$ cat src/rtl/core/query_command_parser_macros.svh
// Assertion macros used by the query command parser RTL
`ifndef QUERY_COMMAND_PARSER_MACROS_SVH
`define QUERY_COMMAND_PARSER_MACROS_SVH

// Same-cycle implication, checked outside reset
`define QCP_ASSERT_NOW(label, clk, rst, cond, check) \
   label: assert property (@(posedge clk) disable iff (rst) (cond) |-> (check)) \
      else $error("qcp check failed");

// Next-cycle implication, checked outside reset
`define QCP_ASSERT_NEXT(label, clk, rst, cond, check) \
   label: assert property (@(posedge clk) disable iff (rst) (cond) |=> (check)) \
      else $error("qcp check failed");

`endif

$ cat src/rtl/core/qcp_pkg.sv
// Types, codes and keyword tables for the query command parser
`timescale 1ns / 1ps
`default_nettype none
package qcp_pkg;

   localparam logic [1:0] STATUS_OK          = 2'd0;
   localparam logic [1:0] STATUS_REJECT      = 2'd1;
   localparam logic [1:0] STATUS_REJECT_STOP = 2'd2;

   localparam logic [1:0] CMD_START   = 2'd0;
   localparam logic [1:0] CMD_STOP    = 2'd1;
   localparam logic [1:0] CMD_CLEAR   = 2'd2;
   localparam logic [1:0] CMD_PROFILE = 2'd3;

   localparam logic [1:0] KEY_OTHER = 2'd0;
   localparam logic [1:0] KEY_ID    = 2'd1;
   localparam logic [1:0] KEY_ARG   = 2'd2;

   localparam logic KIND_BYTE = 1'b0;
   localparam logic KIND_END  = 1'b1;

   localparam int WORD_COUNT    = 6;
   localparam int WORD_CMD_BASE = 2;
   localparam logic [15:0] ARG_MAX = 16'hFFFF;

   localparam int FIFO_DEPTH = 4;

   // Classified input item as it travels through the queue
   typedef struct packed {
      logic       kind;
      logic [7:0] char_byte;
      logic       is_zero;
      logic       is_amp;
      logic       is_eq;
      logic       is_pct;
      logic       hex_ok;
      logic [3:0] hex_val;
   } qcp_item_type;

   // Length of each keyword: id arg start stop clear profile
   function automatic logic [3:0] word_len(input int k);
      logic [3:0] r;
      begin
         case (k)
            0:       r = 4'd2;
            1:       r = 4'd3;
            2:       r = 4'd5;
            3:       r = 4'd4;
            4:       r = 4'd5;
            5:       r = 4'd7;
            default: r = 4'd0;
         endcase
         return r;
      end
   endfunction

   // Character of a keyword at a position
   function automatic logic [7:0] word_char(input int k, input logic [2:0] pos);
      logic [55:0] w;
      begin
         case (k)
            0:       w = {"id", 40'h0};
            1:       w = {"arg", 32'h0};
            2:       w = {"start", 16'h0};
            3:       w = {"stop", 24'h0};
            4:       w = {"clear", 16'h0};
            5:       w = "profile";
            default: w = '0;
         endcase
         return w[8'(55 - 8 * int'(pos)) -: 8];
      end
   endfunction

endpackage
`default_nettype wire

$ cat src/rtl/core/qcp_front.sv
// Input classifier: tags each query byte with its character class and hex value
`timescale 1ns / 1ps
`default_nettype none
module qcp_front import qcp_pkg::*; (
   input  wire logic         req_kind,
   input  wire logic [7:0]   req_char_byte,
   output qcp_item_type      item
);

   logic [7:0] c;

   // Classify the byte
   always_comb begin
      c = req_char_byte;
      item.kind      = req_kind;
      item.char_byte = c;
      item.is_zero   = (c == 8'h00);
      item.is_amp    = (c == "&");
      item.is_eq     = (c == "=");
      item.is_pct    = (c == "%");
      item.hex_ok    = 1'b1;
      item.hex_val   = 4'd0;
      if (c >= "0" && c <= "9") begin
         item.hex_val = 4'(c - "0");
      end else if (c >= "a" && c <= "f") begin
         item.hex_val = 4'(c - "a" + 8'd10);
      end else if (c >= "A" && c <= "F") begin
         item.hex_val = 4'(c - "A" + 8'd10);
      end else begin
         item.hex_ok = 1'b0;
      end
   end

endmodule
`default_nettype wire

$ cat src/rtl/core/qcp_fifo.sv
// Short queue between the classifier and the parser
`timescale 1ns / 1ps
`default_nettype none
module qcp_fifo import qcp_pkg::*; (
   input  wire logic    clock,
   input  wire logic    reset,
   input  wire logic    push,
   input  qcp_item_type push_item,
   output logic         full,
   input  wire logic    pop,
   output logic         not_empty,
   output qcp_item_type head
);

   localparam int PTR_W = $clog2(FIFO_DEPTH);

   qcp_item_type             mem_ff [FIFO_DEPTH];
   logic [PTR_W-1:0]         wr_ptr_ff, wr_ptr_in, rd_ptr_ff, rd_ptr_in;
   logic [PTR_W:0]           count_ff, count_in;

   assign full      = (count_ff == (PTR_W+1)'(FIFO_DEPTH));
   assign not_empty = (count_ff != '0);
   assign head      = mem_ff[rd_ptr_ff];

   // Advance pointers and count
   always_comb begin
      wr_ptr_in = wr_ptr_ff + PTR_W'(push);
      rd_ptr_in = rd_ptr_ff + PTR_W'(pop);
      count_in  = count_ff + (PTR_W+1)'(push) - (PTR_W+1)'(pop);
   end

   always_ff @(posedge clock) begin
      if (reset) begin
         wr_ptr_ff <= '0;
         rd_ptr_ff <= '0;
         count_ff  <= '0;
      end else begin
         wr_ptr_ff <= wr_ptr_in;
         rd_ptr_ff <= rd_ptr_in;
         count_ff  <= count_in;
      end
   end

   // Store a transfer
   always_ff @(posedge clock) begin
      if (push) begin
         mem_ff[wr_ptr_ff] <= push_item;
      end
   end

endmodule
`default_nettype wire

$ cat src/rtl/core/qcp_back.sv
// Parser: decodes segments, tracks keys and values, and registers the verdict
`timescale 1ns / 1ps
`default_nettype none
`include "query_command_parser_macros.svh"
module qcp_back import qcp_pkg::*; #(
   parameter int TOKEN_BYTES = 16
) (
   input  wire logic        clock,
   input  wire logic        reset,
   input  wire logic        csr_write_enable,
   input  wire logic [15:0] csr_write_data,
   input  wire logic        item_valid,
   input  qcp_item_type     item,
   output logic             item_pop,
   output logic             rsp_valid,
   input  wire logic        rsp_stall,
   output logic [1:0]       rsp_status,
   output logic [1:0]       rsp_command,
   output logic [15:0]      rsp_argument
);

   localparam int LEN_W = $clog2(TOKEN_BYTES);
   localparam logic [LEN_W-1:0] LEN_LIMIT = LEN_W'(TOKEN_BYTES - 1);

   logic [15:0]       profile_count_ff;
   logic              in_value_ff, in_value_in;
   logic [1:0]        escape_phase_ff, escape_phase_in;
   logic [3:0]        high_nibble_ff, high_nibble_in;
   logic [LEN_W-1:0]  token_length_ff, token_length_in;
   logic              token_error_ff, token_error_in;
   logic [5:0]        word_hits_ff, word_hits_in;
   logic [1:0]        key_kind_ff, key_kind_in;
   logic [15:0]       digit_value_ff, digit_value_in;
   logic              digits_only_ff, digits_only_in;
   logic              segment_started_ff, segment_started_in;
   logic              content_ended_ff, content_ended_in;
   logic              have_command_ff, have_command_in;
   logic              have_argument_ff, have_argument_in;
   logic              ambiguous_ff, ambiguous_in;
   logic              malformed_ff, malformed_in;
   logic              stop_seen_ff, stop_seen_in;
   logic [1:0]        command_code_ff, command_code_in;
   logic [15:0]       argument_value_ff, argument_value_in;
   logic              rsp_valid_ff, rsp_valid_in;
   logic [1:0]        rsp_status_ff, rsp_status_in;
   logic [1:0]        rsp_command_ff, rsp_command_in;
   logic [15:0]       rsp_argument_ff, rsp_argument_in;

   logic              out_free;
   logic              is_end;

   assign out_free     = !rsp_valid_ff || !rsp_stall;
   assign is_end       = (item.kind == KIND_END);
   assign item_pop     = item_valid && (!is_end || out_free);
   assign rsp_valid    = rsp_valid_ff;
   assign rsp_status   = rsp_status_ff;
   assign rsp_command  = rsp_command_ff;
   assign rsp_argument = rsp_argument_ff;

   // Parse one transfer
   always_comb begin
      logic        close_seg, close_key, decode, finish, tok_bad, value_bad, found;
      logic        emit;
      logic [7:0]  d;
      logic [19:0] prod;
      logic        bad;

      in_value_in        = in_value_ff;
      escape_phase_in    = escape_phase_ff;
      high_nibble_in     = high_nibble_ff;
      token_length_in    = token_length_ff;
      token_error_in     = token_error_ff;
      word_hits_in       = word_hits_ff;
      key_kind_in        = key_kind_ff;
      digit_value_in     = digit_value_ff;
      digits_only_in     = digits_only_ff;
      segment_started_in = segment_started_ff;
      content_ended_in   = content_ended_ff;
      have_command_in    = have_command_ff;
      have_argument_in   = have_argument_ff;
      ambiguous_in       = ambiguous_ff;
      malformed_in       = malformed_ff;
      stop_seen_in       = stop_seen_ff;
      command_code_in    = command_code_ff;
      argument_value_in  = argument_value_ff;
      rsp_valid_in       = rsp_valid_ff && rsp_stall;
      rsp_status_in      = rsp_status_ff;
      rsp_command_in     = rsp_command_ff;
      rsp_argument_in    = rsp_argument_ff;

      close_seg = 1'b0;
      close_key = 1'b0;
      decode    = 1'b0;
      finish    = 1'b0;
      emit      = 1'b0;
      d         = item.char_byte;
      found     = 1'b0;
      value_bad = 1'b0;
      prod      = '0;
      bad       = 1'b0;

      // Sort the transfer into an action
      if (item_pop) begin
         if (is_end) begin
            close_seg = !content_ended_ff && segment_started_ff;
            finish    = 1'b1;
         end else if (!content_ended_ff) begin
            if (item.is_zero) begin
               close_seg        = segment_started_ff;
               content_ended_in = 1'b1;
            end else if (item.is_amp) begin
               close_seg = 1'b1;
            end else begin
               segment_started_in = 1'b1;
               if (item.is_eq && !in_value_ff) begin
                  close_key = 1'b1;
               end else begin
                  decode = 1'b1;
               end
            end
         end
      end

      tok_bad = token_error_ff || (escape_phase_ff != 2'd0);

      // Close the key token
      if (close_key || (close_seg && !in_value_ff)) begin
         key_kind_in = KEY_OTHER;
         if (tok_bad) begin
            malformed_in = 1'b1;
         end else if (word_hits_ff[0] && token_length_ff == LEN_W'(word_len(0))) begin
            key_kind_in = KEY_ID;
         end else if (word_hits_ff[1] && token_length_ff == LEN_W'(word_len(1))) begin
            key_kind_in = KEY_ARG;
         end
         in_value_in = 1'b1;
      end

      // Close the segment
      if (close_seg) begin
         value_bad = !in_value_ff || tok_bad;
         if (value_bad) begin
            malformed_in = 1'b1;
         end
         if (key_kind_in == KEY_ID) begin
            if (have_command_ff) begin
               ambiguous_in = 1'b1;
            end
            have_command_in = 1'b1;
            if (!value_bad) begin
               for (int k = WORD_CMD_BASE; k < WORD_COUNT; k++) begin
                  if (!found && word_hits_ff[k] &&
                      token_length_ff == LEN_W'(word_len(k))) begin
                     found           = 1'b1;
                     command_code_in = 2'(k - WORD_CMD_BASE);
                     if (2'(k - WORD_CMD_BASE) == CMD_STOP) begin
                        stop_seen_in = 1'b1;
                     end
                  end
               end
            end
            if (!found) begin
               malformed_in = 1'b1;
            end
         end else if (key_kind_in == KEY_ARG) begin
            if (have_argument_ff) begin
               ambiguous_in = 1'b1;
            end
            have_argument_in = 1'b1;
            if (value_bad || token_length_ff == '0 || !digits_only_ff) begin
               malformed_in = 1'b1;
            end else begin
               argument_value_in = digit_value_ff;
            end
         end
         in_value_in        = 1'b0;
         key_kind_in        = KEY_OTHER;
         segment_started_in = 1'b0;
      end

      // Percent-decode one byte
      if (decode && !token_error_ff) begin
         case (escape_phase_ff)
            2'd0: begin
               if (item.is_pct) begin
                  escape_phase_in = 2'd1;
               end else begin
                  emit = 1'b1;
               end
            end
            2'd1: begin
               if (!item.hex_ok) begin
                  token_error_in = 1'b1;
               end else begin
                  high_nibble_in  = item.hex_val;
                  escape_phase_in = 2'd2;
               end
            end
            default: begin
               if (!item.hex_ok) begin
                  token_error_in = 1'b1;
               end else begin
                  escape_phase_in = 2'd0;
                  d = {high_nibble_ff, item.hex_val};
                  if (d == 8'h00) begin
                     token_error_in = 1'b1;
                  end else begin
                     emit = 1'b1;
                  end
               end
            end
         endcase
      end

      // Append a decoded byte to the token
      if (emit) begin
         if (token_length_ff >= LEN_LIMIT) begin
            token_error_in = 1'b1;
         end else begin
            for (int k = 0; k < WORD_COUNT; k++) begin
               if (token_length_ff >= LEN_W'(word_len(k)) ||
                   word_char(k, token_length_ff[2:0]) != d) begin
                  word_hits_in[k] = 1'b0;
               end
            end
            token_length_in = token_length_ff + 1'b1;
            if (digits_only_ff) begin
               if (d >= "0" && d <= "9") begin
                  prod = 20'(digit_value_ff) * 20'd10 + 20'(d - "0");
                  digit_value_in = prod[15:0];
                  if (prod > 20'(ARG_MAX)) begin
                     digits_only_in = 1'b0;
                  end
               end else begin
                  digits_only_in = 1'b0;
               end
            end
         end
      end

      // Restart the token after any close
      if (close_seg || close_key || finish) begin
         escape_phase_in = 2'd0;
         high_nibble_in  = 4'd0;
         token_length_in = '0;
         token_error_in  = 1'b0;
         word_hits_in    = '1;
         digit_value_in  = '0;
         digits_only_in  = 1'b1;
      end

      // Form the verdict and clear the query
      if (finish) begin
         rsp_valid_in    = 1'b1;
         rsp_status_in   = STATUS_REJECT;
         rsp_command_in  = CMD_START;
         rsp_argument_in = '0;
         if (have_command_in) begin
            bad = ambiguous_in || malformed_in ||
                  (command_code_in == CMD_PROFILE &&
                   (!have_argument_in || argument_value_in >= profile_count_ff));
            if (bad) begin
               if (stop_seen_in) begin
                  rsp_status_in  = STATUS_REJECT_STOP;
                  rsp_command_in = CMD_STOP;
               end
            end else begin
               rsp_status_in  = STATUS_OK;
               rsp_command_in = command_code_in;
               if (command_code_in == CMD_PROFILE) begin
                  rsp_argument_in = argument_value_in;
               end
            end
         end
         in_value_in        = 1'b0;
         key_kind_in        = KEY_OTHER;
         segment_started_in = 1'b0;
         content_ended_in   = 1'b0;
         have_command_in    = 1'b0;
         have_argument_in   = 1'b0;
         ambiguous_in       = 1'b0;
         malformed_in       = 1'b0;
         stop_seen_in       = 1'b0;
         command_code_in    = CMD_START;
         argument_value_in  = '0;
      end
   end

   always_ff @(posedge clock) begin
      if (reset) begin
         profile_count_ff   <= '0;
         in_value_ff        <= 1'b0;
         escape_phase_ff    <= 2'd0;
         high_nibble_ff     <= 4'd0;
         token_length_ff    <= '0;
         token_error_ff     <= 1'b0;
         word_hits_ff       <= '1;
         key_kind_ff        <= KEY_OTHER;
         digit_value_ff     <= '0;
         digits_only_ff     <= 1'b1;
         segment_started_ff <= 1'b0;
         content_ended_ff   <= 1'b0;
         have_command_ff    <= 1'b0;
         have_argument_ff   <= 1'b0;
         ambiguous_ff       <= 1'b0;
         malformed_ff       <= 1'b0;
         stop_seen_ff       <= 1'b0;
         command_code_ff    <= CMD_START;
         argument_value_ff  <= '0;
         rsp_valid_ff       <= 1'b0;
      end else begin
         if (csr_write_enable) begin
            profile_count_ff <= csr_write_data;
         end
         in_value_ff        <= in_value_in;
         escape_phase_ff    <= escape_phase_in;
         high_nibble_ff     <= high_nibble_in;
         token_length_ff    <= token_length_in;
         token_error_ff     <= token_error_in;
         word_hits_ff       <= word_hits_in;
         key_kind_ff        <= key_kind_in;
         digit_value_ff     <= digit_value_in;
         digits_only_ff     <= digits_only_in;
         segment_started_ff <= segment_started_in;
         content_ended_ff   <= content_ended_in;
         have_command_ff    <= have_command_in;
         have_argument_ff   <= have_argument_in;
         ambiguous_ff       <= ambiguous_in;
         malformed_ff       <= malformed_in;
         stop_seen_ff       <= stop_seen_in;
         command_code_ff    <= command_code_in;
         argument_value_ff  <= argument_value_in;
         rsp_valid_ff       <= rsp_valid_in;
      end
   end

   // Result payload holds while a transfer waits
   always_ff @(posedge clock) begin
      if (rsp_valid_in && !(rsp_valid_ff && rsp_stall)) begin
         rsp_status_ff   <= rsp_status_in;
         rsp_command_ff  <= rsp_command_in;
         rsp_argument_ff <= rsp_argument_in;
      end
   end

   `QCP_ASSERT_NOW(a_stop_reject_cmd, clock, reset, rsp_valid_ff && rsp_status_ff == STATUS_REJECT_STOP, rsp_command_ff == CMD_STOP)
   `QCP_ASSERT_NOW(a_arg_only_profile, clock, reset, rsp_valid_ff && rsp_command_ff != CMD_PROFILE, rsp_argument_ff == '0)
   `QCP_ASSERT_NOW(a_no_end_when_blocked, clock, reset, item_pop && is_end, out_free)
   `QCP_ASSERT_NOW(a_ended_no_segment, clock, reset, content_ended_ff, !segment_started_ff)
   `QCP_ASSERT_NEXT(a_end_gives_result, clock, reset, item_pop && is_end, rsp_valid_ff)

endmodule
`default_nettype wire

$ cat src/rtl/core/query_command_parser.sv
// Top level of the query command parser: classifier, queue and parser
//
//  channel | ports                                   | direction
//  --------+-----------------------------------------+----------
//  req     | req_valid req_stall req_kind req_char_byte  | in
//  rsp     | rsp_valid rsp_stall rsp_status rsp_command rsp_argument | out
//  csr     | csr_write_enable csr_write_data         | in
//
// One item per cycle while the queue holds one; an end item waits while a verdict is stalled.
// A verdict appears in the cycle after its end item leaves the queue.
// The four-entry queue lets bytes keep flowing while a verdict waits to be taken.
// Synchronous reset clears all parse state and sets profile_count to 0.
`timescale 1ns / 1ps
`default_nettype none
module query_command_parser import qcp_pkg::*; #(
   parameter int TOKEN_BYTES = 16
) (
   input  wire logic        clock,
   input  wire logic        reset,
   input  wire logic        req_valid,
   output logic             req_stall,
   input  wire logic        req_kind,
   input  wire logic [7:0]  req_char_byte,
   output logic             rsp_valid,
   input  wire logic        rsp_stall,
   output logic [1:0]       rsp_status,
   output logic [1:0]       rsp_command,
   output logic [15:0]      rsp_argument,
   input  wire logic        csr_write_enable,
   input  wire logic [15:0] csr_write_data
);

   qcp_item_type in_item, head_item;
   logic         full, not_empty, pop;

   assign req_stall = full;

   qcp_front u_front (
      .req_kind      (req_kind),
      .req_char_byte (req_char_byte),
      .item          (in_item)
   );

   qcp_fifo u_fifo (
      .clock     (clock),
      .reset     (reset),
      .push      (req_valid && !full),
      .push_item (in_item),
      .full      (full),
      .pop       (pop),
      .not_empty (not_empty),
      .head      (head_item)
   );

   qcp_back #(.TOKEN_BYTES(TOKEN_BYTES)) u_back (
      .clock            (clock),
      .reset            (reset),
      .csr_write_enable (csr_write_enable),
      .csr_write_data   (csr_write_data),
      .item_valid       (not_empty),
      .item             (head_item),
      .item_pop         (pop),
      .rsp_valid        (rsp_valid),
      .rsp_stall        (rsp_stall),
      .rsp_status       (rsp_status),
      .rsp_command      (rsp_command),
      .rsp_argument     (rsp_argument)
   );

endmodule
`default_nettype wire

$ cat config.mk
export PLATFORM = sky130hd
export DESIGN_NAME = query_command_parser
export DESIGN_NICKNAME = d
export VERILOG_FILES = /design/src/rtl/core/qcp_pkg.sv /design/src/rtl/core/qcp_front.sv /design/src/rtl/core/qcp_fifo.sv /design/src/rtl/core/qcp_back.sv /design/src/rtl/core/query_command_parser.sv
export VERILOG_INCLUDE_DIRS = /design/src /design/src/rtl/core
export SDC_FILE = /design/constraint.sdc
export NUM_CORES = 1
export LEC_CHECK = 0
export ABC_AREA = 1
export BUFFER_PORTS_ARGS = -buffer_cell sky130_fd_sc_hd__buf_2
export CORE_MARGIN = 2
export CORE_UTILIZATION = 48
export DETAILED_ROUTE_END_ITERATION = 8
export PLACE_DENSITY_LB_ADDON = 0.05
export SLEW_MARGIN = 20
export SYNTH_ARGS = -nofsm -noshare
export SYNTH_HDL_FRONTEND = slang
export SYNTH_SLANG_ARGS = --single-unit
$ cat constraint.sdc
create_clock -name clock -period 5.2 [get_ports clock]
set_input_delay 0 -clock clock [delete_from_list [all_inputs] [get_ports clock]]
set_output_delay 0 -clock clock [all_outputs]
set_load 0.02 [all_outputs]
==> out/qor.txt, run 1 <==
======================================================================================
Outcome                                                                      completed
Internal power consumption                                                    3.203 mW
Slew at the pin with the worst max-slew slack                                 1.056 ns
Drt first-iter violations                                                          646
Cell family with most CP delay                                            simple AND/OR/NAND/NOR gates
Dominant register cell in the synthesized netlist                         sky130_fd_sc_hd__edfxtp_1
Power per Cell Area                                                       474.5 nW/um^2
Endpoint of the worst hold-timing path                                    u_fifo.wr_ptr_ff[0]
Via-per-instance ratio                                                           5.063
Kind of path behind the tightest hold check                               input port to flip-flop
Max-cap violations                                                                   0
Number of synthesized register bits                                                178
Unrepaired setup endpoints after global routing                                  false
Switching power as a share of total power                                       45.01%
Most repeated library cell on the critical path                           sky130_fd_sc_hd__nand2_1
Total CTS buffers                                                                   17
Core box area                                                              21960 sq um
Clock tree buffer depth                                                              2
Accumulated negative setup slack                                                  0 ns
Most congested layer reported by global routing                                   met2
Cell depth of the worst min-delay path                                               6
Share of post-route cells with drive strength above 1                           11.50%
Clock tree root driver cell                                               sky130_fd_sc_hd__clkbuf_16
Post-route ant nets                                                                  0
Maximum number of pins on one net before global-route repair                        41
Synth Instances                                                                   1396
CP max stage cell                                                         sky130_fd_sc_hd__o21ai_0
Number of remaining DRC errors                                                       0
Port Buffer Count                                                                   51
Number of max-slew violations in the final report                                    0
Vias post-DR                                                                      8947
Unique masters post-synth                                                           49
Area of the mapped netlist                                                 10830 sq um
Data required time of the worst path                                           5.54 ns
Met2 GRT Util                                                                   39.55%
Setup clock skew after layout                                               0.01370 ns
Share of synthesized flip-flops with an asynchronous set or reset                   0%
Antenna cells                                                                        0
Biggest fanout along the worst timing path                                          18
Setup bufs post-CTS                                                                  0
Critical Path Stages                                                                29
Number of flops mapped to enable cells by yosys                                     92
Reg2Reg Launch Point                                                      u_fifo.rd_ptr_ff[1]
Min cycle time layout                                                         4.606 ns
Worst VDD drop                                                             0.0002210 V
Clock share of power                                                             22.0%
Row count                                                                           54
Achievable frequency                                                        0.2171 GHz
Chip width                                                                    154.2 um
H-tree depth reported by CTS                                                         4
Hold Violations, Final                                                               0
Post-synthesis sequential area ratio                                            41.40%
Worst stage delay on the critical path                                         0.45 ns
Crit path capture type                                                       flip-flop
Proportion of power drawn by combinational gates                                 47.3%
Endpoint of the worst register-to-register path                           u_back.digits_only_ff
Flop pwr share                                                                   30.7%
Number of top-level pins                                                            52
Number of nets in the layout                                                      1587
First-pass GRT wire length                                                    42580 um
Global-route met3 utilization                                                   3.138%
Full die area                                                              23780 sq um
Yosys warnings                                                                       0
# fillers                                                                         2064
Synthesized area divided by synthesized cell count                         7.758 sq um
Clock slew at reported path FFs                                                0.08 ns
Initial standard-cell utilization of the core                                   49.32%
Period utilisation layout                                                       88.57%
Post-synthesis net count                                                          1509
Number of antenna violations at the first check in global routing                    0
Launch point of the worst hold path                                          req_valid
Post-DP HPWL                                                                  18730 um
Global-route congestion overflow total                                               0
Tightest hold margin                                                         0.2130 ns
Final routed wirelength across all metal layers                               25490 um
Total Routing Usage GR                                                          22.34%
Worst slew slack as a fraction of its limit                                     29.51%
Overall power consumption                                                     5.825 mW
Number of global-route vias before repair                                         8535
Net switching power figure                                                    2.622 mW
Clock tree from TritonCTS                                                         done
Final Setup Violations                                                               0
Startpoint types                                                             flip-flop
Iteration count of the initial detailed-routing pass                                 5
Depth of the most critical reg-to-reg path                                          29
Chip Height                                                                   154.2 um
Reg-to-reg slack, setup                                                        0.59 ns
Growth of design area from synthesis to finish                                  13.36%
GR Layer Usage met1                                                             28.92%
Crit Path Category                                                        flip-flop to flip-flop
Critical Path AT                                                               4.94 ns
Reported leakage power                                                        5.902 nW
Clock latency of the later-clocked register in the worst-skew pair             0.43 ns
Post-detailed-route wirelength per cell                                       14.42 um
Worst Path Buf+Inv                                                                   3
Sinks on the clock net                                                             178
Weighted congestion reported at the end of routability-driven placement         0.9153
======================================================================================
==> kinds of logic after synthesis <==
| group | synth area share, % |
|---|---|
| muxes | 0.09243 |
| DFF | 41.40 |
| adders and majority gates | 9.797 |
| and+or+nand+nor | 27.26 |
| AOI/OAI and AO/OA | 10.06 |
| xor gates and xnor gates | 2.750 |
| buffers and inverters | 8.630 |
==> cells in the final DEF (no fill, tap or decap), types with 4 or more instances in the layout <==
| master | netlist | routed |
|---|---|---|
| sky130_fd_sc_hd__nand2_1 | 326 | 326 |
| sky130_fd_sc_hd__xnor2_1 | 15 | 15 |
| sky130_fd_sc_hd__ha_1 | 80 | 80 |
| sky130_fd_sc_hd__dlygate4sd3_1 | 0 | 28 |
| sky130_fd_sc_hd__nor3_2 | 0 | 4 |
| sky130_fd_sc_hd__o211ai_1 | 5 | 5 |
| sky130_fd_sc_hd__a21oi_1 | 68 | 68 |
| sky130_fd_sc_hd__nand4_1 | 17 | 17 |
| sky130_fd_sc_hd__nand2_4 | 4 | 4 |
| sky130_fd_sc_hd__xor2_1 | 19 | 19 |
| sky130_fd_sc_hd__edfxtp_1 | 92 | 92 |
| sky130_fd_sc_hd__clkbuf_16 | 0 | 17 |
| sky130_fd_sc_hd__nand3_2 | 4 | 4 |
| sky130_fd_sc_hd__o21ai_2 | 1 | 4 |
| sky130_fd_sc_hd__buf_4 | 4 | 10 |
| sky130_fd_sc_hd__nand3_1 | 63 | 62 |
| sky130_fd_sc_hd__nor2_1 | 170 | 168 |
| sky130_fd_sc_hd__inv_8 | 0 | 5 |
| sky130_fd_sc_hd__inv_1 | 193 | 194 |
| sky130_fd_sc_hd__o21ai_0 | 69 | 69 |
| sky130_fd_sc_hd__nor2_2 | 13 | 14 |
| sky130_fd_sc_hd__o21ai_1 | 19 | 16 |
| sky130_fd_sc_hd__dfxtp_1 | 86 | 86 |
| sky130_fd_sc_hd__nor3_1 | 23 | 19 |
| sky130_fd_sc_hd__nand3b_1 | 7 | 7 |
| sky130_fd_sc_hd__inv_2 | 7 | 7 |
| sky130_fd_sc_hd__a211oi_1 | 18 | 18 |
| sky130_fd_sc_hd__buf_2 | 9 | 51 |
| sky130_fd_sc_hd__nand2_2 | 28 | 28 |
| sky130_fd_sc_hd__nor4_1 | 4 | 4 |
==> layer usage <==
metal	up-vias	wire, um
met1	4079	11900
met4	0	268
li1	4703	-
met3	20	763
met2	145	12550
met5	-	0
==> flip-flops by register name, summed over array words and instances (netlist names), 3 cells and up <==
register                  count
u_fifo.mem_ff                72
u_back.argument_value_ff     16
u_back.digit_value_ff        16
u_back.profile_count_ff      16
u_back.rsp_argument          16
u_back.word_hits_ff           6
u_back.high_nibble_ff         4
u_back.token_length_ff        4
u_fifo.count_ff               3
==> worst register-to-register path, delay by kind of cell, from the launching register on <==
family	cells	cell delay (ns)
and+or+nand+nor	20	2.27
AOI/OAI and AO/OA	3	0.70
adders and majority gates	2	0.58
buffers and inverters	3	0.49
DFF	1	0.33
xor gates and xnor gates	1	0.14
==> Yosys cell counts, types with 2 or more instances <==
library cell | instances | area share (%)
sky130_fd_sc_hd__a211oi_1 | 18 | 1.2
sky130_fd_sc_hd__a21oi_1 | 68 | 3.1
sky130_fd_sc_hd__a31oi_1 | 3 | 0.17
sky130_fd_sc_hd__buf_2 | 9 | 0.42
sky130_fd_sc_hd__buf_4 | 4 | 0.28
sky130_fd_sc_hd__buf_6 | 5 | 0.52
sky130_fd_sc_hd__clkbuf_1 | 14 | 0.49
sky130_fd_sc_hd__dfxtp_1 | 86 | 16
sky130_fd_sc_hd__edfxtp_1 | 92 | 26
sky130_fd_sc_hd__fa_1 | 3 | 0.55
sky130_fd_sc_hd__ha_1 | 80 | 9.2
sky130_fd_sc_hd__inv_1 | 193 | 6.7
sky130_fd_sc_hd__inv_2 | 7 | 0.24
sky130_fd_sc_hd__nand2_1 | 326 | 11
sky130_fd_sc_hd__nand2_2 | 28 | 1.6
sky130_fd_sc_hd__nand2_4 | 4 | 0.42
sky130_fd_sc_hd__nand3_1 | 63 | 2.9
sky130_fd_sc_hd__nand3_2 | 4 | 0.37
sky130_fd_sc_hd__nand3_4 | 2 | 0.32
sky130_fd_sc_hd__nand3b_1 | 7 | 0.49
sky130_fd_sc_hd__nand4_1 | 17 | 0.98
sky130_fd_sc_hd__nor2_1 | 170 | 5.9
sky130_fd_sc_hd__nor2_2 | 13 | 0.75
sky130_fd_sc_hd__nor2_4 | 2 | 0.21
sky130_fd_sc_hd__nor3_1 | 23 | 1.1
sky130_fd_sc_hd__nor4_1 | 4 | 0.23
sky130_fd_sc_hd__o211ai_1 | 5 | 0.35
sky130_fd_sc_hd__o21a_1 | 2 | 0.14
sky130_fd_sc_hd__o21ai_0 | 69 | 3.2
sky130_fd_sc_hd__o21ai_1 | 19 | 0.88
sky130_fd_sc_hd__o21bai_1 | 3 | 0.21
sky130_fd_sc_hd__o31ai_1 | 2 | 0.14
sky130_fd_sc_hd__or2_2 | 3 | 0.17
sky130_fd_sc_hd__xnor2_1 | 15 | 1.2
sky130_fd_sc_hd__xor2_1 | 19 | 1.5
==> through the flow <==
stage	cell area, sq um	worst slack (ns)	util, %	instances
after floorplan	10830	1.376	-	1396
after detailed placement	11360	0.2668	51.75	1707
after global routing	12280	0.01889	55.91	1767
final	12280	0.5943	55.91	1767
after global placement	11360	0.4186	51.75	1707
after CTS	12240	0.2395	55.72	1767
==> power by group through the flow <==
stage / Clock, mW / Sequential (mW) / Combinational (mW)
after floorplan: 0 / 1.90 / 1.97
after global placement: 0 / 1.82 / 2.70
after detailed placement: 0 / 1.82 / 2.72
after CTS: 1.31 / 1.79 / 2.74
after global routing: 1.37 / 1.81 / 3.14
final: 1.28 / 1.79 / 2.76
==> cell type report <==
type / count / area, sq um / share of cell area (%)
clock buffers: 17 / 425.4 / 3.465
clock inverters: 15 / 165.2 / 1.345
inverters: 200 / 750.7 / 6.115
multi-input cells: 986 / 5465 / 44.52
flip-flops and latches: 178 / 4484 / 36.53
well taps: 280 / 350.3 / 2.854
repair buffers: 91 / 635.6 / 5.177
==> worst max-delay path by stage <==
stage	from	endpoint	slack [ns]
finish	u_fifo.rd_ptr_ff[1]	u_back.digits_only_ff	0.59
global route	u_fifo.rd_ptr_ff[1]	u_back.digits_only_ff	0.02
CTS	u_fifo.rd_ptr_ff[0]	u_back.rsp_argument[1]	0.24
detailed placement	u_fifo.rd_ptr_ff[0]	u_back.rsp_argument[1]	0.27
global placement	u_fifo.rd_ptr_ff[0]	u_back.rsp_argument[1]	0.42
floorplan	u_fifo.rd_ptr_ff[0]	u_back.rsp_argument[7]	1.38
==> repair_timing <==
item,in CTS,in global routing
hold endpoints to repair,57,0
hold buffers,28,0
gates resized for setup,0,10
endpoints found under the setup margin,0,22
Power figures use the tool's default switching activity.
==> run 2, diff against run 1 <==
--- a/config.mk
+++ b/config.mk
@@ -8,9 +8,10 @@
 export LEC_CHECK = 0
 export ABC_AREA = 1
 export BUFFER_PORTS_ARGS = -buffer_cell sky130_fd_sc_hd__buf_2
-export CORE_MARGIN = 2
+export CORE_MARGIN = 3
 export CORE_UTILIZATION = 48
 export DETAILED_ROUTE_END_ITERATION = 8
+export GPL_TIMING_DRIVEN = 0
 export PLACE_DENSITY_LB_ADDON = 0.05
 export SLEW_MARGIN = 20
 export SYNTH_ARGS = -nofsm -noshare
==> constraint.sdc (replaced) <==
create_clock -name clock -period 4.6 [get_ports clock]
set_input_delay 0 -clock clock [delete_from_list [all_inputs] [get_ports clock]]
set_output_delay 0 -clock clock [all_outputs]
set_load 0.02 [all_outputs]
==> run 2 against run 1 <==
Against the previous run:
- utilization rose by 1.5 points
- clock skew fell by 0.0022 ns
- via count rose by 2.5%
- worst hold slack got worse by 0.17 ns
- largest power group unchanged
- critical path type unchanged
- largest cell class unchanged
- register-to-register slack got worse by 0.30 ns
- global-route usage fell by 0.34 points
- sequential share of layout area fell by 1.1 points
==> out/qor.txt, run 2 (synthesis gave the netlist of run 1 again) <==
======================================================================================
Worst VDD drop                                                             0.0003059 V   +38%
Reported leakage power                                                        6.065 nW   +2.8%
Post-placement setup slack                                                  -0.2062 ns   -0.4730 ns
Min cycle time layout                                                         4.303 ns   -0.3025 ns
Worst slew slack as a fraction of its limit                                     49.55%   +20 points
Fin cells                                                                         1805   +2.2%
Clock tree buffer depth                                                              2   unchanged
Critical Path AT                                                               4.59 ns   -0.35 ns
Most common cell after layout, fill and taps aside                        sky130_fd_sc_hd__nand2_1
Data required time of the worst path                                           4.89 ns   -0.65 ns
Crit Path Category                                                        flip-flop to flip-flop
Number of nets in the layout                                                      1625   +2.4%
Global-route congestion overflow total                                               0   unchanged
Weighted congestion reported at the end of routability-driven placement         0.8879   -3.0%
Hold Violations, Final                                                               0   unchanged
Growth of design area from synthesis to finish                                  16.75%
Biggest fanout along the worst timing path                                          10   -8
Slew at the pin with the worst max-slew slack                                0.7498 ns   -0.3063 ns
Post-DP HPWL                                                                  20070 um   +7.2%
CP max stage cell                                                         sky130_fd_sc_hd__dfxtp_1
Period utilisation layout                                                       93.55%   +5.0 points
Final routed wirelength across all metal layers                               26390 um   +3.6%
Iteration count of the initial detailed-routing pass                                 5   unchanged
Register with the most flip-flops                                         u_fifo.mem_ff
First-pass GRT wire length                                                    43280 um   +1.6%
Share of post-route cells with drive strength above 1                           13.84%   +2.3 points
# placed instances                                                                1735   +1.6%
Initial standard-cell utilization of the core                                   49.17%   -0.15 points
Antenna cells                                                                        0   unchanged
Maximum number of pins on one net before global-route repair                        18   -56%
Internal power consumption                                                    3.801 mW   +19%
Full die area                                                              24400 sq um   +2.6%
Number of remaining DRC errors                                                       0   unchanged
Number of antenna violations at the first check in global routing                    0   unchanged
Fin worst setup slack                                                        0.2968 ns   -0.2975 ns
Total Routing Usage GR                                                          22.01%   -0.34 points
Accumulated negative setup slack                                                  0 ns   unchanged
Switching power as a share of total power                                       43.96%   -1.0 points
Number of global-route vias before repair                                         8833   +3.5%
Clock tree root driver cell                                               sky130_fd_sc_hd__clkbuf_16
Via-per-instance ratio                                                           5.079   +0.31%
Outcome                                                                      completed
# fillers                                                                         2078   +0.68%
Leading cell types in the layout, fill and taps excluded                  sky130_fd_sc_hd__nand2_1, sky130_fd_sc_hd__inv_1, sky130_fd_sc_hd__nor2_1, sky130_fd_sc_hd__edfxtp_1, sky130_fd_sc_hd__dfxtp_1
Clock latency of the later-clocked register in the worst-skew pair             0.43 ns   about the same
Row count                                                                           54   unchanged
Clock slew at reported path FFs                                                0.07 ns   about the same
Proportion of power drawn by combinational gates                                 48.4%   +1.1 points
Chip Height                                                                   156.2 um   +1.3%
Drt first-iter violations                                                          607   -6.0%
Post-route ant nets                                                                  0   unchanged
Final core utilization                                                          57.41%   +1.5 points
Largest register FFs                                                                72   unchanged
Clock tree from TritonCTS                                                         done
Clock share of power                                                             21.7%   -0.3 points
Core box area                                                              22030 sq um   +0.31%
Number of top-level pins                                                            52   unchanged
Vias post-DR                                                                      9168   +2.5%
Max-cap violations                                                                   0   unchanged
Most repeated library cell on the critical path                           sky130_fd_sc_hd__nand2_1
Net switching power figure                                                    2.982 mW   +14%
Worst stage delay on the critical path                                         0.38 ns   -0.07 ns
Total CTS buffers                                                                   17   unchanged
Power per Cell Area                                                       536.4 nW/um^2   +13%
Flop pwr share                                                                   29.9%   -0.8 points
Reg-to-reg slack, setup                                                        0.30 ns   -0.30 ns
Final Setup Violations                                                               0   unchanged
Post-detailed-route wirelength per cell                                       14.62 um   +1.4%
Sinks on the clock net                                                             178   unchanged
Overall power consumption                                                     6.782 mW   +16%
Number of max-slew violations in the final report                                    0   unchanged
H-tree depth reported by CTS                                                         4   unchanged
Startpoint types                                                             flip-flop
Setup clock skew after layout                                               0.01153 ns   -0.002170 ns
Port Buffer Count                                                                   50   -2.0%
Achievable frequency                                                        0.2324 GHz   +7.0%
Chip width                                                                    156.2 um   +1.3%
Crit path capture type                                                       flip-flop
Kind of path behind the tightest hold check                               input port to flip-flop
======================================================================================
## run 2: changes by cell type in the layout (fill, tap and decap cells not counted), moves of 3 or more
cell	before	now
sky130_fd_sc_hd__buf_4	10	16
sky130_fd_sc_hd__o21ai_2	4	12
sky130_fd_sc_hd__buf_6	1	10
sky130_fd_sc_hd__o21ai_0	69	65
sky130_fd_sc_hd__clkinv_8	3	0
sky130_fd_sc_hd__clkbuf_1	0	13
sky130_fd_sc_hd__o21ai_1	16	10
sky130_fd_sc_hd__buf_2	51	57
sky130_fd_sc_hd__dlygate4sd3_1	28	31
## run 2: worst max-delay path, delay by kind of cell, from the launching register on
kind            cells  cell delay [ns]
simple gates       20             2.02
compound gates      5             0.84
buf+inv             4             0.60
flops               1             0.38
fa+ha+maj           1             0.29
## run 2: stage by stage
stage | hold WS (ns) | instance area [sq um]
after floorplan | 0.09887 | 10830
after global placement | 0.2198 | 11430
after detailed placement | 0.2279 | 11530
after CTS | 0.03171 | 12480
after global routing | 0.09820 | 12640
final | 0.04005 | 12640
## run 2: path summary, 6_finish.rpt
path | startpoint | endpoint | cells after the start
setup / recovery | u_fifo.rd_ptr_ff[1] | u_back.rsp_argument[7] | 30
hold / removal | reset | u_fifo.count_ff[2] | 3
setup reg to reg | u_fifo.rd_ptr_ff[1] | u_back.rsp_argument[7] | 30
hold reg to reg | u_back.word_hits_ff[4] | u_back.word_hits_ff[4] | 2
## run 2: final cells by class
class	instances	area (sq um)	share of cell area, %
tap	280	350.3	2.771
buffer	32	197.7	1.563
sequential	178	4486	35.47
inverter	200	750.7	5.937
timing repair buffer	97	704.4	5.571
clock inverter	13	137.6	1.088
clock buffer	19	464.2	3.671
multi-input combinational	986	5554	43.92
## run 2: per-layer routing
layer	up-vias	track usage, %	routed length [um]
met4	0	5.877	433
li1	4794	-	-
met5	-	0	0
met1	4199	28.06	12050
met3	27	2.931	810
met2	148	39.38	13100
## run 2: power groups by stage
stage / Clock, mW / Combinational, mW / Sequential [mW]
finish: 1.47 / 3.28 / 2.03
global route: 1.56 / 3.70 / 2.05
CTS: 1.50 / 3.21 / 2.02
detailed placement: 0 / 3.16 / 2.06
global placement: 0 / 3.09 / 2.07
floorplan: 0 / 2.22 / 2.15
## run 2: timing repair
item                       CTS  global route
resized for setup            8            32
hold buffers                31             0
buffers inserted             0             7
setup endpoints to repair   23            27
pin swaps                    0             5
hold endpoints to repair    53             0
==> run 3, diff against run 2 <==
--- a/config.mk
+++ b/config.mk
@@ -12,7 +12,7 @@
 export CORE_UTILIZATION = 48
 export DETAILED_ROUTE_END_ITERATION = 8
 export GPL_TIMING_DRIVEN = 0
-export PLACE_DENSITY_LB_ADDON = 0.05
+export PLACE_DENSITY = 0.73
 export SLEW_MARGIN = 20
 export SYNTH_ARGS = -nofsm -noshare
 export SYNTH_HDL_FRONTEND = slang
==> run 3 against run 2 <==
Against the previous run:
- the run now ends with DRC left
- final cell count unchanged
- setup slack better by 0.058 ns
- utilization up 0.45 points
- sequential power about the same
- sequential share of layout area down 0.25 points
- critical endpoint unchanged
- flip-flop and latch count unchanged
- global-route usage down 0.84 points
- die area unchanged
- non-clock buffer count unchanged
- routed wire length down 2.9%
- register-to-register slack better by 0.06 ns
- critical path type unchanged
- largest power group unchanged
==> out/qor.txt, run 3 (synthesis gave the netlist of run 1 again) <==
======================================================================================
Clock tree root driver cell                                               sky130_fd_sc_hd__clkbuf_16
Post-DP HPWL                                                                  19140 um   -4.6%
Most repeated library cell on the critical path                           sky130_fd_sc_hd__nand2_1
Flop pwr share                                                                   29.0%   -0.9 points
First-pass GRT wire length                                                    42090 um   -2.7%
Switching power as a share of total power                                       42.54%   -1.4 points
Post-route ant nets                                                                  0   unchanged
Chip Height                                                                   156.2 um   unchanged
Data required time of the worst path                                           4.89 ns   about the same
Net switching power figure                                                    2.971 mW   -0.36%
Kind of path behind the tightest hold check                               input port to flip-flop
Register with the most flip-flops                                         u_fifo.mem_ff
Number of global-route vias before repair                                         8910   +0.87%
Number of max-slew violations in the final report                                    0   unchanged
Worst slew slack as a fraction of its limit                                     45.19%   -4.4 points
Crit Path Category                                                        flip-flop to flip-flop
Share of post-route cells with drive strength above 1                           13.77%   -0.066 points
Tightest hold margin                                                        0.02628 ns   -0.01377 ns
Post-Layout Inst Area                                                      12740 sq um   +0.78%
Chip width                                                                    156.2 um   unchanged
Clock tree from TritonCTS                                                         done
Via-per-instance ratio                                                           5.208   +2.5%
Achievable frequency                                                        0.2355 GHz   +1.4%
Clock latency of the later-clocked register in the worst-skew pair             0.44 ns   about the same
Number of nets in the layout                                                      1625   unchanged
Proportion of power drawn by combinational gates                                 47.1%   -1.3 points
Reg-to-reg slack, setup                                                        0.35 ns   +0.06 ns
Hold Violations, Final                                                               0   unchanged
Antenna cells                                                                        0   unchanged
Number of remaining DRC errors                                                       2   +2
Final Setup Violations                                                               0   unchanged
Drt first-iter violations                                                          570   -6.1%
Placed cell areas                                                          11530 sq um   about the same
Port Buffer Count                                                                   50   unchanged
Max-cap violations                                                                   0   unchanged
Iteration count of the initial detailed-routing pass                                 7   +2
Power per Cell Area                                                       548.1 nW/um^2   +2.2%
Slew at the pin with the worst max-slew slack                                0.8146 ns   +0.06480 ns
Worst VDD drop                                                             0.0003506 V   +15%
Final core utilization                                                          57.86%   +0.45 points
# placed instances                                                                1735   unchanged
Critical Path AT                                                               4.54 ns   -0.05 ns
CP max stage cell                                                         sky130_fd_sc_hd__dfxtp_4
Most common cell after layout, fill and taps aside                        sky130_fd_sc_hd__nand2_1
Unrepaired setup endpoints after global routing                                   true
Full die area                                                              24400 sq um   unchanged
Growth of design area from synthesis to finish                                  17.66%
Clock slew at reported path FFs                                                0.07 ns   about the same
Worst stage delay on the critical path                                         0.37 ns   about the same
Clock share of power                                                             23.9%   +2.2 points
Setup clock skew after layout                                              0.009520 ns   -0.002013 ns
Clock tree buffer depth                                                              2   unchanged
Number of antenna violations at the first check in global routing                    0   unchanged
Number of top-level pins                                                            52   unchanged
Vias post-DR                                                                      9401   +2.5%
Fin cells                                                                         1805   unchanged
Largest register FFs                                                                72   unchanged
Total CTS buffers                                                                   17   unchanged
Outcome                                                                   finished, violations left
Startpoint types                                                             flip-flop
Period utilisation layout                                                       92.30%   -1.3 points
Biggest fanout along the worst timing path                                          10   unchanged
Sinks on the clock net                                                             178   unchanged
Initial standard-cell utilization of the core                                   49.17%   unchanged
Reported leakage power                                                        6.098 nW   +0.55%
H-tree depth reported by CTS                                                         4   unchanged
Post-detailed-route wirelength per cell                                       14.20 um   -2.9%
Row count                                                                           54   unchanged
Final routed wirelength across all metal layers                               25640 um   -2.9%
Crit path capture type                                                       flip-flop
Maximum number of pins on one net before global-route repair                        17   -1
Total Routing Usage GR                                                          21.17%   -0.84 points
Leading cell types in the layout, fill and taps excluded                  sky130_fd_sc_hd__nand2_1, sky130_fd_sc_hd__inv_1, sky130_fd_sc_hd__nor2_1, sky130_fd_sc_hd__edfxtp_1, sky130_fd_sc_hd__dfxtp_1
Min cycle time layout                                                         4.246 ns   -0.05752 ns
Global-route congestion overflow total                                               0   unchanged
Core box area                                                              22030 sq um   unchanged
Failing checks                                                                     DRC
Internal power consumption                                                    4.013 mW   +5.6%
Weighted congestion reported at the end of routability-driven placement         0.9778   +10%
======================================================================================
==> run 3: timing repair <==
action / in CTS / in global routing
setup buffers: 0 / 7
hold buffers: 31 / 0
gates resized for setup: 6 / 41
hold endpoints to repair: 53 / 0
pin swaps: 1 / 6
setup endpoints to repair: 23 / 26
==> run 3: through the flow <==
step / setup TNS [ns] / power (mW) / setup slack (ns)
final: 0 / 6.985 / 0.3543
after global routing: -0.9166 / 7.499 / -0.09985
after CTS: -0.02038 / 6.875 / -0.02038
after detailed placement: -1.718 / 5.173 / -0.1661
after global placement: -0.2203 / 5.086 / -0.03229
after floorplan: 0 / 4.369 / 0.7760
==> run 3: final timing paths <==
check / end / startpoint / cells past startpoint
worst max-delay path: u_back.rsp_argument[7] / u_fifo.rd_ptr_ff[0] / 31
worst min-delay path: u_fifo.count_ff[2] / reset / 3
worst max register to register: u_back.rsp_argument[7] / u_fifo.rd_ptr_ff[0] / 31
worst min register to register: u_back.word_hits_ff[2] / u_back.word_hits_ff[2] / 2
==> run 3: cell type report <==
cell class	count	area, sq um
Inverter	200	753.2
Multi-Input combinational cell	986	5582
Tap cell	280	350.3
Fill cell	1966	9283
Timing Repair Buffer	97	688.2
Buffer	32	202.7
Clock inverter	15	252.7
Clock buffer	17	425.4
Sequential cell	178	4489
==> run 3: per-layer routing <==
layer | vias to the layer above | wire (um) | track usage, %
li1 | 4795 | - | -
met1 | 4332 | 11070 | 26.01
met2 | 221 | 12700 | 37.34
met3 | 53 | 1177 | 3.623
met4 | 0 | 692 | 7.837
met5 | - | 0 | 0
==> run 3: critical path: cells and delay by family, from the launching register on <==
family	cells	cell delay, ns
AO/OA/AOI/OAI	5	0.84
adder cells (fa/ha/maj)	1	0.29
buffers and inverters	5	0.70
flip-flops	1	0.37
AND/OR/NAND/NOR	20	1.93
==> run 3: power by group through the flow <==
stage          sequential [mW]  combinational (mW)  clock [mW]
2_1_floorplan             2.15                2.22           0
3_3_place_gp              2.06                3.03           0
3_5_place_dp              2.06                3.12           0
4_1_cts                   2.02                3.17        1.68
5_1_grt                   2.05                3.70        1.75
6_report                  2.03                3.29        1.67
